--- config.mk ---
export PLATFORM = sky130hd
export DESIGN_NAME = hba_ctrl
export DESIGN_NICKNAME = d
export VERILOG_FILES = /design/src/rtl/hba_pkg.sv /design/src/rtl/hba_ctrl.sv
export SDC_FILE = /design/constraint.sdc
export NUM_CORES = 1
export LEC_CHECK = 0
export BUFFER_PORTS_ARGS = -buffer_cell sky130_fd_sc_hd__buf_4
export CORE_ASPECT_RATIO = 1.1
export CORE_MARGIN = 2
export CORE_UTILIZATION = 45
export DETAILED_ROUTE_END_ITERATION = 10
export HOLD_SLACK_MARGIN = 0.03
export SYNTH_ARGS = -nofsm -noshare
export SYNTH_HDL_FRONTEND = slang
export SYNTH_SLANG_ARGS = --single-unit
--- constraint.sdc ---
create_clock -name clk -period 7 [get_ports clk]
set_input_delay 1.05 -clock clk [delete_from_list [all_inputs] [get_ports clk]]
set_output_delay 1.05 -clock clk [all_outputs]
set_load 0.03 [all_outputs]
--- src/rtl/hba_pkg.sv ---
// Shared types, constants and helpers of the best-fit heap allocator.
package hba_pkg;

  localparam int REGION_BYTES = 4096;
  localparam int HEADER_BYTES = 9;
  localparam int ANCHOR_BYTES = 4;

  localparam int ADDR_W = 12;
  localparam int SIZE_W = 13;

  // One block header as kept in the header memory.
  typedef struct packed {
    logic              is_free;
    logic [SIZE_W-1:0] size;
    logic [ADDR_W-1:0] next;
  } hdr_t;

  // Request kinds.
  localparam logic [1:0] KIND_ALLOC  = 2'd0;
  localparam logic [1:0] KIND_FREE   = 2'd1;
  localparam logic [1:0] KIND_CHECK  = 2'd2;
  localparam logic [1:0] KIND_UNUSED = 2'd3;

  // Result status codes.
  localparam logic [1:0] STAT_OK      = 2'd0;
  localparam logic [1:0] STAT_FAIL    = 2'd1;
  localparam logic [1:0] STAT_DFREE   = 2'd2;
  localparam logic [1:0] STAT_UNKNOWN = 2'd3;

  localparam logic [ADDR_W-1:0] ANCHOR_ADDR = ADDR_W'(ANCHOR_BYTES);
  localparam logic [ADDR_W-1:0] STEP_MAX    = ADDR_W'(REGION_BYTES - 1);
  localparam logic [SIZE_W-1:0] SIZE_MIN    = SIZE_W'(ANCHOR_BYTES + HEADER_BYTES + 1);
  localparam logic [SIZE_W-1:0] SIZE_MAX    = SIZE_W'(REGION_BYTES);

  typedef enum logic [2:0] {
    S_INIT,
    S_IDLE,
    S_WALK,
    S_AFIN,
    S_AWRITE,
    S_FNEXT,
    S_FWRITE,
    S_DONE
  } state_t;

  // Access request from the controller to the header memory.
  typedef struct packed {
    logic              rd_en;
    logic [ADDR_W-1:0] rd_addr;
    logic              wr_en;
    logic [ADDR_W-1:0] wr_addr;
    hdr_t              wr_data;
  } mem_req_t;

  function automatic hdr_t mk_hdr(input logic f, input logic [SIZE_W-1:0] s,
                                  input logic [ADDR_W-1:0] n);
    hdr_t h;
    h.is_free = f;
    h.size    = s;
    h.next    = n;
    return h;
  endfunction

  // Heap header for a given region size, saturated to the legal range.
  function automatic hdr_t region_hdr(input logic [SIZE_W-1:0] v);
    logic [SIZE_W-1:0] r;
    r = v;
    if (r < SIZE_MIN) r = SIZE_MIN;
    if (r > SIZE_MAX) r = SIZE_MAX;
    return mk_hdr(1'b1, r - SIZE_W'(ANCHOR_BYTES + HEADER_BYTES), '0);
  endfunction

endpackage

--- src/rtl/hba_ctrl.sv ---
// Controller: walks the header chain and applies allocate, free and check.
module hba_ctrl (
  input  logic                         clk,
  input  logic                         rst_n,
  input  logic                         in_valid,
  output logic                         in_stall,
  input  logic [1:0]                   in_kind,
  input  logic [hba_pkg::SIZE_W-1:0]   in_alloc_size,
  input  logic [hba_pkg::ADDR_W-1:0]   in_block_offset,
  input  logic                         cfg_valid,
  output logic                         cfg_ready,
  input  logic [hba_pkg::SIZE_W-1:0]   cfg_region_size,
  output logic                         out_valid,
  input  logic                         out_stall,
  output logic [1:0]                   out_status,
  output logic [hba_pkg::ADDR_W-1:0]   out_user_offset,
  output hba_pkg::mem_req_t            mem_req,
  input  hba_pkg::hdr_t                rd_data
);

  hba_pkg::state_t state_r, state_nxt;
  logic [1:0]                 kind_r, kind_nxt;
  logic [hba_pkg::SIZE_W-1:0] req_r, req_nxt;
  logic [hba_pkg::ADDR_W-1:0] ptr_r, ptr_nxt;
  logic [hba_pkg::ADDR_W-1:0] cur_r, cur_nxt;
  logic [hba_pkg::ADDR_W-1:0] steps_r, steps_nxt;
  logic                       found_r, found_nxt;
  logic [hba_pkg::ADDR_W-1:0] best_r, best_nxt;
  hba_pkg::hdr_t              best_h_r, best_h_nxt;
  logic [hba_pkg::SIZE_W-1:0] mindiff_r, mindiff_nxt;
  logic [hba_pkg::ADDR_W-1:0] prev_r, prev_nxt;
  hba_pkg::hdr_t              prev_h_r, prev_h_nxt;
  logic [hba_pkg::ADDR_W-1:0] blk_r, blk_nxt;
  hba_pkg::hdr_t              blk_h_r, blk_h_nxt;
  hba_pkg::hdr_t              hn_r, hn_nxt;
  logic                       nf_r, nf_nxt;
  logic [1:0]                 res_status_r, res_status_nxt;
  logic [hba_pkg::ADDR_W-1:0] res_off_r, res_off_nxt;
  logic                       out_valid_r, out_valid_nxt;
  logic [1:0]                 out_status_r, out_status_nxt;
  logic [hba_pkg::ADDR_W-1:0] out_off_r, out_off_nxt;

  logic                       in_acc, cfg_acc, need_walk, h_last, fit, take, match;
  logic                       split, pf, out_free;
  logic [hba_pkg::SIZE_W-1:0] diff;
  logic [hba_pkg::ADDR_W-1:0] nb_addr;
  logic [hba_pkg::ADDR_W-1:0] fw_addr;
  hba_pkg::hdr_t              fw_hdr;

  // Handshake decode and per-block evaluation of the header just read.
  always_comb begin
    in_acc    = in_valid && !in_stall;
    cfg_acc   = cfg_valid && cfg_ready;
    out_free  = !out_valid_r || !out_stall;
    need_walk = (in_kind == hba_pkg::KIND_ALLOC) ? (in_alloc_size != '0)
              : ((in_kind == hba_pkg::KIND_FREE) || (in_kind == hba_pkg::KIND_CHECK));
    h_last    = (rd_data.next == '0) || (steps_r == hba_pkg::STEP_MAX);
    fit       = rd_data.is_free && (rd_data.size >= req_r);
    diff      = rd_data.size - req_r;
    take      = fit && (!found_r || (diff <= mindiff_r));
    match     = ({1'b0, cur_r} + hba_pkg::SIZE_W'(hba_pkg::HEADER_BYTES)) == {1'b0, ptr_r};
    split     = {1'b0, best_h_r.size} >= ({1'b0, req_r} + 14'(hba_pkg::HEADER_BYTES));
    nb_addr   = best_r + hba_pkg::ADDR_W'(hba_pkg::HEADER_BYTES) + req_r[hba_pkg::ADDR_W-1:0];
    pf        = (prev_r != '0) && prev_h_r.is_free;
  end

  // Coalescing result of a free.
  always_comb begin
    if (pf && nf_r) begin
      fw_addr = prev_r;
      fw_hdr  = hba_pkg::mk_hdr(1'b1, prev_h_r.size + blk_h_r.size + hn_r.size
                                + hba_pkg::SIZE_W'(2 * hba_pkg::HEADER_BYTES), hn_r.next);
    end else if (pf) begin
      fw_addr = prev_r;
      fw_hdr  = hba_pkg::mk_hdr(1'b1, prev_h_r.size + blk_h_r.size
                                + hba_pkg::SIZE_W'(hba_pkg::HEADER_BYTES), blk_h_r.next);
    end else if (nf_r) begin
      fw_addr = blk_r;
      fw_hdr  = hba_pkg::mk_hdr(1'b1, blk_h_r.size + hn_r.size
                                + hba_pkg::SIZE_W'(hba_pkg::HEADER_BYTES), hn_r.next);
    end else begin
      fw_addr = blk_r;
      fw_hdr  = hba_pkg::mk_hdr(1'b1, blk_h_r.size, blk_h_r.next);
    end
  end

  // Next state and working registers.
  always_comb begin
    state_nxt      = state_r;
    kind_nxt       = kind_r;
    req_nxt        = req_r;
    ptr_nxt        = ptr_r;
    cur_nxt        = cur_r;
    steps_nxt      = steps_r;
    found_nxt      = found_r;
    best_nxt       = best_r;
    best_h_nxt     = best_h_r;
    mindiff_nxt    = mindiff_r;
    prev_nxt       = prev_r;
    prev_h_nxt     = prev_h_r;
    blk_nxt        = blk_r;
    blk_h_nxt      = blk_h_r;
    hn_nxt         = hn_r;
    nf_nxt         = nf_r;
    res_status_nxt = res_status_r;
    res_off_nxt    = res_off_r;
    out_valid_nxt  = out_valid_r && out_stall;
    out_status_nxt = out_status_r;
    out_off_nxt    = out_off_r;
    case (state_r)
      hba_pkg::S_INIT: begin
        state_nxt = hba_pkg::S_IDLE;
      end
      hba_pkg::S_IDLE: begin
        if (in_acc) begin
          kind_nxt       = in_kind;
          req_nxt        = in_alloc_size;
          ptr_nxt        = in_block_offset;
          cur_nxt        = hba_pkg::ANCHOR_ADDR;
          steps_nxt      = '0;
          found_nxt      = 1'b0;
          prev_nxt       = '0;
          res_off_nxt    = '0;
          res_status_nxt = (in_kind == hba_pkg::KIND_UNUSED) ? hba_pkg::STAT_UNKNOWN
                                                             : hba_pkg::STAT_FAIL;
          state_nxt      = need_walk ? hba_pkg::S_WALK : hba_pkg::S_DONE;
        end
      end
      hba_pkg::S_WALK: begin
        steps_nxt = steps_r + hba_pkg::ADDR_W'(1);
        cur_nxt   = rd_data.next;
        if (kind_r == hba_pkg::KIND_ALLOC) begin
          if (take) begin
            found_nxt   = 1'b1;
            best_nxt    = cur_r;
            best_h_nxt  = rd_data;
            mindiff_nxt = diff;
          end
          if (h_last) begin
            state_nxt = (found_r || take) ? hba_pkg::S_AFIN : hba_pkg::S_DONE;
          end
        end else if (match) begin
          if (kind_r == hba_pkg::KIND_CHECK) begin
            res_status_nxt = rd_data.is_free ? hba_pkg::STAT_FAIL : hba_pkg::STAT_OK;
            state_nxt      = hba_pkg::S_DONE;
          end else if (rd_data.is_free) begin
            res_status_nxt = hba_pkg::STAT_DFREE;
            state_nxt      = hba_pkg::S_DONE;
          end else begin
            blk_nxt   = cur_r;
            blk_h_nxt = rd_data;
            nf_nxt    = 1'b0;
            state_nxt = (rd_data.next != '0) ? hba_pkg::S_FNEXT : hba_pkg::S_FWRITE;
          end
        end else begin
          prev_nxt   = cur_r;
          prev_h_nxt = rd_data;
          if (h_last) begin
            res_status_nxt = (kind_r == hba_pkg::KIND_FREE) ? hba_pkg::STAT_UNKNOWN
                                                           : hba_pkg::STAT_FAIL;
            state_nxt      = hba_pkg::S_DONE;
          end
        end
      end
      hba_pkg::S_AFIN: begin
        res_status_nxt = hba_pkg::STAT_OK;
        res_off_nxt    = best_r + hba_pkg::ADDR_W'(hba_pkg::HEADER_BYTES);
        state_nxt      = split ? hba_pkg::S_AWRITE : hba_pkg::S_DONE;
      end
      hba_pkg::S_AWRITE: begin
        state_nxt = hba_pkg::S_DONE;
      end
      hba_pkg::S_FNEXT: begin
        hn_nxt    = rd_data;
        nf_nxt    = rd_data.is_free;
        state_nxt = hba_pkg::S_FWRITE;
      end
      hba_pkg::S_FWRITE: begin
        res_status_nxt = hba_pkg::STAT_OK;
        state_nxt      = hba_pkg::S_DONE;
      end
      hba_pkg::S_DONE: begin
        if (out_free) begin
          out_valid_nxt  = 1'b1;
          out_status_nxt = res_status_r;
          out_off_nxt    = res_off_r;
          state_nxt      = hba_pkg::S_IDLE;
        end
      end
      default: begin
        state_nxt = hba_pkg::S_IDLE;
      end
    endcase
  end

  // Handshakes and memory accesses.
  always_comb begin
    in_stall        = (state_r != hba_pkg::S_IDLE);
    cfg_ready       = (state_r == hba_pkg::S_IDLE) && !in_valid;
    mem_req.rd_en   = 1'b0;
    mem_req.rd_addr = hba_pkg::ANCHOR_ADDR;
    mem_req.wr_en   = 1'b0;
    mem_req.wr_addr = hba_pkg::ANCHOR_ADDR;
    mem_req.wr_data = hba_pkg::region_hdr(hba_pkg::SIZE_MAX);
    case (state_r)
      hba_pkg::S_INIT: begin
        mem_req.wr_en = 1'b1;
      end
      hba_pkg::S_IDLE: begin
        if (cfg_acc) begin
          mem_req.wr_en   = 1'b1;
          mem_req.wr_data = hba_pkg::region_hdr(cfg_region_size);
        end
        mem_req.rd_en = in_acc && need_walk;
      end
      hba_pkg::S_WALK: begin
        mem_req.rd_addr = rd_data.next;
        if (kind_r == hba_pkg::KIND_ALLOC) begin
          mem_req.rd_en = !h_last;
        end else if (match) begin
          mem_req.rd_en = (kind_r == hba_pkg::KIND_FREE) && !rd_data.is_free
                          && (rd_data.next != '0);
        end else begin
          mem_req.rd_en = !h_last;
        end
      end
      hba_pkg::S_AFIN: begin
        mem_req.wr_en = 1'b1;
        if (split) begin
          mem_req.wr_addr = nb_addr;
          mem_req.wr_data = hba_pkg::mk_hdr(1'b1, best_h_r.size
                            - hba_pkg::SIZE_W'(hba_pkg::HEADER_BYTES) - req_r, best_h_r.next);
        end else begin
          mem_req.wr_addr = best_r;
          mem_req.wr_data = hba_pkg::mk_hdr(1'b0, best_h_r.size, best_h_r.next);
        end
      end
      hba_pkg::S_AWRITE: begin
        mem_req.wr_en   = 1'b1;
        mem_req.wr_addr = best_r;
        mem_req.wr_data = hba_pkg::mk_hdr(1'b0, req_r, nb_addr);
      end
      hba_pkg::S_FWRITE: begin
        mem_req.wr_en   = 1'b1;
        mem_req.wr_addr = fw_addr;
        mem_req.wr_data = fw_hdr;
      end
      default: begin
      end
    endcase
    out_valid       = out_valid_r;
    out_status      = out_status_r;
    out_user_offset = out_off_r;
  end

  // Control registers.
  always_ff @(posedge clk) begin
    if (!rst_n) begin
      state_r     <= hba_pkg::S_INIT;
      out_valid_r <= 1'b0;
    end else begin
      state_r     <= state_nxt;
      out_valid_r <= out_valid_nxt;
    end
  end

  // Payload registers.
  always_ff @(posedge clk) begin
    kind_r       <= kind_nxt;
    req_r        <= req_nxt;
    ptr_r        <= ptr_nxt;
    cur_r        <= cur_nxt;
    steps_r      <= steps_nxt;
    found_r      <= found_nxt;
    best_r       <= best_nxt;
    best_h_r     <= best_h_nxt;
    mindiff_r    <= mindiff_nxt;
    prev_r       <= prev_nxt;
    prev_h_r     <= prev_h_nxt;
    blk_r        <= blk_nxt;
    blk_h_r      <= blk_h_nxt;
    hn_r         <= hn_nxt;
    nf_r         <= nf_nxt;
    res_status_r <= res_status_nxt;
    res_off_r    <= res_off_nxt;
    out_status_r <= out_status_nxt;
    out_off_r    <= out_off_nxt;
  end

endmodule

After elaboration in Yosys (flattened, before gate mapping)
Index checks and enable logic that the tools add are counted.

operators by class
  $add $sub $neg = 15
  magnitude comparators = 5
  eq/ne operators = 27
  mux-type cells = 64
  bitwise logic cells = 4
  reduce and logical (&&, ||, !) cells = 49

operators with widths
  kind                                                                   number
  26-bit case mux with 4 select lines                                    1
  25-bit two-way mux                                                     4
  12-bit case mux with 2 select lines                                    4
  12-bit two-way mux                                                     7
  13-bit two-way mux                                                     6
  13-bit adder                                                           3
  38-bit two-way mux                                                     1
  12-bit case mux with 3 select lines                                    1
  13-bit by 4-bit adder with 13-bit output (second input constant)       2
  13-bit subtractor                                                      2
  13-bit by 4-bit subtractor with 13-bit output (second input constant)  2
  2-bit two-way mux                                                      12
  3-bit two-way mux                                                      8
  12-bit nonzero test                                                    2
  3-bit case mux with 7 select lines                                     1
  2-bit != test (second input constant)                                  9
  5-bit AND reduction                                                    3
  13-bit by 4-bit adder with 14-bit output (second input constant)       1
  13-bit by 14-bit greater-or-equal comparator with 1-bit output         1
  1-bit two-way mux                                                      14
  12-bit by 4-bit adder with 13-bit output (second input constant)       1
  13-bit by 5-bit adder with 13-bit output (second input constant)       1
  13-bit by 12-bit equality test with 1-bit output                       1
  13-bit greater-or-equal comparator                                     1
  32 further kinds                                                       76

storage, ports and cells
  register bits after elaboration = 223
  bits of input ports = 71
  output and inout bits = 69
  logic and storage cells = 189

Depth between registers and ports, before layout
Gate-level depths: netlist (run 1).

  depth after elaboration = 12
  gate-level depth with buffers = 19
  depth with buffers taken out = 19

Worst setup path after synthesis (run 1)
Ideal clock, no wire load.

  kind = input to register
  start = input rd_data[12] (netlist name)
  end = register found_r (enable)
  setup time = 0.295 ns
  arrival time = 5.224 ns
  data required time = 6.705 ns
  path slack = 1.481 ns
  cell stages on the path = 19
  buffers on the path = 0
  cells stage by stage = inv_1 ha_1 inv_1 fa_1 a21o_1 a21oi_1 o21bai_1 a21oi_1 o21bai_1 a21oi_1 o21bai_1 a21oi_1 xnor2_1 ha_1 nor3_1 o211ai_1 a221oi_1 o2111a_1 or2_2

on the way
  word-level cells in the longest chain between the ends = 6
  elaborated cells on any way between the ends = 8
  classes of those cells = add/sub: 1; order compare: 2; eq/ne: 1; reduce/logical: 4

RTL lines
  element                          line             text
  start: declaration               hba_ctrl.sv:18   input hba_pkg::hdr_t rd_data
  13-bit subtractor                hba_ctrl.sv:59   diff = rd_data.size - req_r;
  via diff (one bit)               hba_ctrl.sv:45   logic [hba_pkg::SIZE_W-1:0] diff;
  13-bit less-or-equal comparator  hba_ctrl.sv:60   take = fit && (!found_r || (diff <= mindiff_r));
  1-bit logical OR                 hba_ctrl.sv:60
  1-bit logical AND                hba_ctrl.sv:60
  2-bit != test (no line)          -
  4-bit AND reduction (no line)    -
  end signal: assignment           hba_ctrl.sv:274  found_r <= found_nxt;
  end: declaration                 hba_ctrl.sv:27   logic found_r, found_nxt;

The timed path passes the listed nets, and every way through them passes these cells.
A chain may end at the register's enable or synchronous reset.

==> metrics.md, run 1 <==
| Metric | Value |
|---|---|
| Outcome | completed |
| Placeable Area | 32300 um^2 |
| Overall die area | 34200 um^2 |
| Die X-Extent | 176 um |
| Worst skew pair latency | 0.55 ns |
| Number of buffers inserted by hold repair at cts | 0 |
| Number of clock sinks seen by CTS | 223 |
| Leading post-synthesis cells by instance count | sky130_fd_sc_hd__edfxtp_1, sky130_fd_sc_hd__ha_1, sky130_fd_sc_hd__inv_1, sky130_fd_sc_hd__nand2_1, sky130_fd_sc_hd__nor2_1 |
| Resized Gates After CTS | 0 |
| Layer with the highest usage | met2 |
| Number of maximum-capacitance violations | 0 |
| Post-route minimum period | 5.99 ns |
| Req. time, crit path | 5.95 ns |
| Fraction of met1 tracks used by global routing | 33.6% |
| Arrival time reported for the critical path endpoint | 4.94 ns |
| H-tree level count | 1 |
| Upper clock frequency limit | 167 MHz |
| Most used standard cell by instance count after synthesis | sky130_fd_sc_hd__edfxtp_1 |
| Gpl congestion | 0.929 |
| IO Count | 140 |
| Setup Viol. Count Final | 0 |
| Slew @ Worst Pin | 1.14 ns |
| Bufs on Longest Clock Path | 3 |
| Clock tree from TritonCTS | yes |
| Iteration-0 DRC count of the detailed router | 958 |
| Total gr overflow | 0 |
| Met3 routing resource usage after global routing | 5.57% |
| Setup total negative slack | 0 ns |
| Share of synthesized registers carrying an async set or reset | 0% |
| Yosys warning count | 0 |
| Crit path max fanout | 5 |
| Nature of the critical path endpoint | output port |
| Pre-CTS worst setup slack | 1.63 ns |
| Sort of element at the start of the critical path | flip-flop |
| Global-route met2 utilization | 42.7% |
| Mean instance size in the synthesized netlist | 10.5 um^2 |
| Die H | 194 um |
| Placed wire-length estimate after detailed placement | 33800 um |
| Area of the mapped netlist | 14700 um^2 |
| Ratio of cells with drive above 1 in the final layout | 14.2% |
| Setup fix buffers added after clock tree synthesis | 0 |
| Slew margin rel. | 23.7% |
| Final cell utilization of the core | 52.7% |
| Syn-to-layout area delta | 15.7% |
| Leading area contributor after synthesis | sky130_fd_sc_hd__edfxtp_1 |
| Gate Count Post-Synth | 1407 |
| Flops & latches, synth | 223 |
| Antenna Violating Nets Remaining | 0 |
| Cells taking the most area after synthesis | sky130_fd_sc_hd__edfxtp_1, sky130_fd_sc_hd__ha_1, sky130_fd_sc_hd__xnor2_1 |
| Pwr Density | 224 nW/um^2 |
| Final worst-path cycle share | 85.6% |
| Sequential element share of the synthesized area | 45.2% |
| Antenna violations before repair | 3 |
| Pin count of the biggest net entering global routing | 47 |
| Quantity of I/O buffers inserted on ports | 139 |
| Number of detailed-routing iterations run before antenna repair | 5 |
| Worst ir drop on vdd | 204 uV |
| Type of the tightest min-delay check | reg -> reg |
| Routed WL per cell | 22.3 um |
| Post-route worst setup slack | 1.01 ns |
| Endpoints failing hold | 0 |
| Final-stage net count | 1766 |
| Master cell of the clock root buffer | sky130_fd_sc_hd__clkbuf_16 |
| Unrepaired setup endpoints after global routing | no |
| Number of distinct standard cells referenced by the synthesized netlist | 74 |
| Initial cell density of the core | 45.6% |
| Vias post-DR | 11601 |
| Overall global routing resource usage | 26.0% |
| Synthesized Nets | 1623 |
| Detailed Route WL | 44400 um |
| Max-slew violations | 0 |
| Leakage dissipation | 6.94 nW |
| Most frequently used flop master after synthesis | sky130_fd_sc_hd__edfxtp_1 |
| Worst setup skew after layout | 0.0100 ns |
| Area share of the largest cell type after synthesis | 44.7% |
| Vias in the first global route | 11562 |
| Total DRC errors in the routed layout | 0 |
| Total CTS buffers | 25 |
| Vias per cell | 5.82 |
| Clk slew on worst S/H paths | 0.06 ns |
| Type of the setup path with the least slack | reg -> out |
| Core Rows | 69 |
| Wire length of the first global-routing pass | 67400 um |
| Post-synth EDFFs | 219 |
[final timing paths]
path              slack (ns)     startpoint  depth (start not counted)             endpoint
setup / recovery        1.01    blk_h_r[12]                         18          mem_req[23]
hold / removal          0.42  res_off_r[11]                          0  out_user_offset[11]
setup reg to reg        2.33       req_r[1]                         17            best_r[4]
hold reg to reg         0.42  res_off_r[11]                          0  out_user_offset[11]
[routing by layer]
metal	share of wire [%]	up-vias
li1	-	5504
met1	42	5596
met2	47	402
met3	7.3	97
met4	3.8	2
met5	0.036	-
[state kept, by name (all words and copies together) (netlist names)]
register / cells
best_h_r: 25
blk_h_r: 25
hn_r: 25
prev_h_r: 14
mindiff_r: 13
req_r: 13
best_r: 12
blk_r: 12
cur_r: 12
out_user_offset: 12
prev_r: 12
ptr_r: 12
res_off_r: 12
steps_r: 12
state_r: 3
kind_r: 2
out_status: 2
res_status_r: 2
found_r: 1
nf_r: 1
out_valid: 1
[final cells by class]
cell class / count / area, um^2
repair buffers: 156 / 1170
multi-input cells: 1029 / 7510
clock buffers: 29 / 641
flip-flops and latches: 223 / 6660
clock inverters: 13 / 81.3
diodes: 2 / 5.00
well taps: 426 / 533
fillers: 2945 / 15300
inverters: 115 / 432
[worst max-delay path, cell delays in order (launching register included)]
cell and delay [ns]:
sky130_fd_sc_hd__edfxtp_1 0.42, sky130_fd_sc_hd__ha_1 0.24, sky130_fd_sc_hd__inv_1 0.08, sky130_fd_sc_hd__fa_1 0.25
sky130_fd_sc_hd__nor2b_4 0.06, sky130_fd_sc_hd__o31a_1 0.29, sky130_fd_sc_hd__o41a_1 0.39, sky130_fd_sc_hd__or3_1 0.37
sky130_fd_sc_hd__nand2_1 0.12, sky130_fd_sc_hd__inv_1 0.05, sky130_fd_sc_hd__ha_1 0.26, sky130_fd_sc_hd__ha_1 0.25
sky130_fd_sc_hd__o41ai_1 0.57, sky130_fd_sc_hd__o21ai_0 0.20, sky130_fd_sc_hd__xor2_1 0.17, sky130_fd_sc_hd__nor2b_1 0.14
sky130_fd_sc_hd__a221oi_2 0.17, sky130_fd_sc_hd__o22ai_1 0.12, sky130_fd_sc_hd__buf_4 0.22
[through the flow]
step                std cells  hold WS (ns)  total power, W  cell area [um^2]
finish                   1993         0.420         0.00382             17000
floorplan                1407         0.400         0.00229             14700
global placement         1949         0.403         0.00262             16300
global route             1991         0.424         0.00398             17000
detailed placement       1949         0.405         0.00263             16300
CTS                      1991         0.422         0.00383             17000
[placed cells by master, fill, tap and decap left out, types with 16 or more instances in the layout]
cell type	instances
sky130_fd_sc_hd__xnor2_1	69
sky130_fd_sc_hd__o21ai_0	74
sky130_fd_sc_hd__edfxtp_1	219
sky130_fd_sc_hd__nand2_1	105
sky130_fd_sc_hd__nor2b_1	19
sky130_fd_sc_hd__nor3_1	27
sky130_fd_sc_hd__nand4_1	16
sky130_fd_sc_hd__o21a_1	16
sky130_fd_sc_hd__a21o_1	25
sky130_fd_sc_hd__nand3_1	25
sky130_fd_sc_hd__a21oi_1	88
sky130_fd_sc_hd__buf_4	156
sky130_fd_sc_hd__inv_1	115
sky130_fd_sc_hd__mux2i_1	26
sky130_fd_sc_hd__and3_1	33
sky130_fd_sc_hd__ha_1	139
sky130_fd_sc_hd__nor2_1	93
sky130_fd_sc_hd__clkbuf_16	25
sky130_fd_sc_hd__xor2_1	44
[power breakdown]
group | switching [W] | leakage [nW] | internal [W]
logic | 0.000587 | 4.55 | 0.000363
clock network | 0.000549 | 0.357 | 0.000654
registers | 0.0000831 | 2.04 | 0.00158
[cells by family (layout without fill, tap and decap cells)]
group	count (synthesis)	count (layout)	synth area share, %
AO/OA/AOI/OAI	336	336	15.1
AND/OR/NAND/NOR	400	400	13.5
adder cells (fa/ha/maj)	145	145	12.6
XOR/XNOR	114	114	6.84
flip-flops	223	223	45.2
buffers and inverters	155	313	3.98
other	0	2	0
multiplexers	34	34	2.69
(Power assumes the default switching activity.)
==> run 2, diff against run 1 <==
--- a/config.mk
+++ b/config.mk
@@ -8,9 +8,11 @@
 export BUFFER_PORTS_ARGS = -buffer_cell sky130_fd_sc_hd__buf_4
 export CORE_ASPECT_RATIO = 1.1
 export CORE_MARGIN = 2
-export CORE_UTILIZATION = 45
+export CORE_UTILIZATION = 61
 export DETAILED_ROUTE_END_ITERATION = 10
+export GPL_TIMING_DRIVEN = 0
 export HOLD_SLACK_MARGIN = 0.03
+export PLACE_DENSITY = 0.82
 export SYNTH_ARGS = -nofsm -noshare
 export SYNTH_HDL_FRONTEND = slang
 export SYNTH_SLANG_ARGS = --single-unit
==> metrics.md, run 2 (synthesis results as in run 1) <==
| Metric | Value |
|---|---|
| Antenna Violating Nets Remaining | 0 (unchanged) |
| Die X-Extent | 152 um (was 176 um) |
| Detailed Route WL | 42400 um (was 44400 um) |
| Clk slew on worst S/H paths | 0.06 ns (about the same) |
| Number of cell instances on the worst register-to-register path | 16 (was 17) |
| Total CTS buffers | 24 (was 25) |
| Master cell of the clock root buffer | sky130_fd_sc_hd__clkbuf_16 (unchanged) |
| Leakage dissipation | 6.94 nW (about the same) |
| Unrepaired setup endpoints after global routing | no (unchanged) |
| Total DRC errors in the routed layout | 0 (unchanged) |
| Hold Path End | out_user_offset[4] (was out_user_offset[11]) |
| Slew @ Worst Pin | 1.30 ns (was 1.14 ns) |
| Placeable Area | 23700 um^2 (was 32300 um^2) |
| Setup Viol. Count Final | 0 (unchanged) |
| Wire length of the first global-routing pass | 64700 um (was 67400 um) |
| Number of diodes added for antenna fixing | 0 (was 2) |
| Setup slack on the worst flop-to-flop path | 1.98 ns (was 2.33 ns) |
| Quantity of I/O buffers inserted on ports | 138 (was 139) |
| Critical path buffers and inverters | 2 (was 3) |
| Slew margin rel. | 13.5% (was 23.7%) |
| Crit Reg-Reg Endpoint | best_r[7] (was best_r[4]) |
| Vias post-DR | 12132 (was 11601) |
| Type of the setup path with the least slack | reg -> out (unchanged) |
| Worst skew pair latency | 0.54 ns (was 0.55 ns) |
| Endpoints failing hold | 0 (unchanged) |
| Type of the tightest min-delay check | reg -> reg (unchanged) |
| Number of maximum-capacitance violations | 0 (unchanged) |
| Final-stage net count | 1792 (was 1766) |
| Iteration-0 DRC count of the detailed router | 1123 (was 958) |
| Worst slack on hold paths | 0.419 ns (was 0.420 ns) |
| Ratio of cells with drive above 1 in the final layout | 12.8% (was 14.2%) |
| Total gr overflow | 0 (unchanged) |
| Vias in the first global route | 12014 (was 11562) |
| Ordered list of cells on the worst path | ha_1 > a21oi_1 > nor4_1 > xnor2_1 > ha_1 > o21a_1 > o21a_1 > o2111ai_1 > o21ai_0 > nand2_1 > a21oi_1 > clkbuf_1 > mux2_2 > o21ai_0 > buf_4 (was ha_1 > inv_1 > fa_1 > nor2b_4 > o31a_1 > o41a_1 > or3_1 > nand2_1 > inv_1 > ha_1 > ha_1 > o41ai_1 > o21ai_0 > xor2_1 > nor2b_1 > a221oi_2 > o22ai_1 > buf_4) |
| Multi-input gate area in the final layout | 7490 um^2 (was 7510 um^2) |
| Setup total negative slack | 0 ns (unchanged) |
| Final worst-path cycle share | 91.3% (was 85.6%) |
| Worst Min Path Start | res_off_r[4] (was res_off_r[11]) |
| Syn-to-layout area delta | 15.3% (was 15.7%) |
| Cell class contributing the biggest share of worst-path delay | compound AO/OA/AOI/OAI gates (unchanged) |
| Hold-critical path depth | 0 (unchanged) |
| Crit-path max cell delay | 0.69 ns (was 0.57 ns) |
| Post-Layout Inst Area | 17000 um^2 (about the same) |
| Initial cell density of the core | 62.1% (was 45.6%) |
| H-tree level count | 1 (unchanged) |
| Routed WL per cell | 22.3 um (about the same) |
| Critical register-to-register path startpoint | req_r[1] (unchanged) |
| Bufs on Longest Clock Path | 3 (unchanged) |
| Tot Pwr | 0.00384 W (was 0.00382 W) |
| Number of buffers inserted by hold repair at cts | 0 (unchanged) |
| Placed wire-length estimate after detailed placement | 32500 um (was 33800 um) |
| Number of detailed-routing iterations run before antenna repair | 5 (unchanged) |
| Req. time, crit path | 5.95 ns (about the same) |
| Vias per cell | 6.40 (was 5.82) |
| Overall die area | 25400 um^2 (was 34200 um^2) |
| Setup fix buffers added after clock tree synthesis | 0 (unchanged) |
| Max stage delay cell, worst path | sky130_fd_sc_hd__a21oi_1 (was sky130_fd_sc_hd__o41ai_1) |
| Clock tree from TritonCTS | yes (unchanged) |
| Arrival time reported for the critical path endpoint | 5.34 ns (was 4.94 ns) |
| Largest regs | best_h_r x25, blk_h_r x25, hn_r x25 (unchanged) |
| Pwr Density | 226 nW/um^2 (was 224 nW/um^2) |
| Most common library cell in the layout ignoring fill and taps | sky130_fd_sc_hd__edfxtp_1 (unchanged) |
| Pin count of the biggest net entering global routing | 32 (was 47) |
| Worst setup skew after layout | 0.0166 ns (was 0.0100 ns) |
| Crit path max fanout | 10 (was 5) |
| Core Rows | 59 (was 69) |
| Number of clock sinks seen by CTS | 223 (unchanged) |
| Resized Gates After CTS | 0 (unchanged) |
| Overall global routing resource usage | 32.7% (was 26.0%) |
| Die H | 167 um (was 194 um) |
| Outcome | completed (unchanged) |
| Post-route minimum period | 6.39 ns (was 5.99 ns) |
| Flip-flop and latch area | 6660 um^2 (about the same) |
| Worst ir drop on vdd | 240 uV (was 204 uV) |
| Nature of the critical path endpoint | output port (unchanged) |
| Antenna violations before repair | 0 (was 3) |
| Sort of element at the start of the critical path | flip-flop (unchanged) |
| Count of fill cells added during filler insertion | 1684 (was 2945) |
| Upper clock frequency limit | 157 MHz (was 167 MHz) |
| IO Count | 140 (unchanged) |
| Max-slew violations | 0 (unchanged) |
| Placed standard-cell area | 16200 um^2 (was 16300 um^2) |
| Gpl congestion | 0.980 (was 0.929) |
| Most frequent cells in the layout | sky130_fd_sc_hd__edfxtp_1, sky130_fd_sc_hd__ha_1, sky130_fd_sc_hd__buf_4 (was sky130_fd_sc_hd__edfxtp_1, sky130_fd_sc_hd__buf_4, sky130_fd_sc_hd__ha_1) |
run 2: report_power, final:
part	total, W	switching [W]	internal, W
Sequential	0.00166	0.0000746	0.00158
Clock	0.00120	0.000515	0.000690
Combinational	0.000982	0.000618	0.000364
Total	0.00384	0.00121	0.00263
run 2: worst max-delay path by stage:
stage	startpoint	endpoint	slack, ns	cells after the start
finish	req_r[1]	mem_req[12]	0.61	15
global route	req_r[1]	mem_req[12]	0.39	15
CTS	req_r[1]	mem_req[12]	0.65	15
detailed placement	req_r[1]	mem_req[12]	1.23	15
global placement	rd_data[12]	found_r	0.35	20
floorplan	rd_data[12]	found_r	1.48	19
run 2: final cells by class:
cell class	instances	area share (%)
timing repair buffer	143	6.66
buffer	40	0.907
tap	305	2.25
sequential	223	39.2
inverter	115	2.54
clock inverter	6	0.332
clock buffer	35	3.91
multi-input combinational	1029	44.2
run 2: per-layer routing:
layer / global-route usage [%] / wire length, um
met5: 0 / 0
met4: 18.0 / 2440
met3: 7.29 / 4460
met2: 52.6 / 19500
met1: 41.2 / 16000
run 2: through the flow:
step / setup WS [ns] / util, % / instances
2_1_floorplan: 1.48 / - / 1407
3_3_place_gp: 0.347 / 68.1 / 1850
3_5_place_dp: 1.23 / 68.6 / 1855
4_1_cts: 0.653 / 71.6 / 1896
5_1_grt: 0.392 / 71.6 / 1896
6_report: 0.611 / 71.6 / 1896
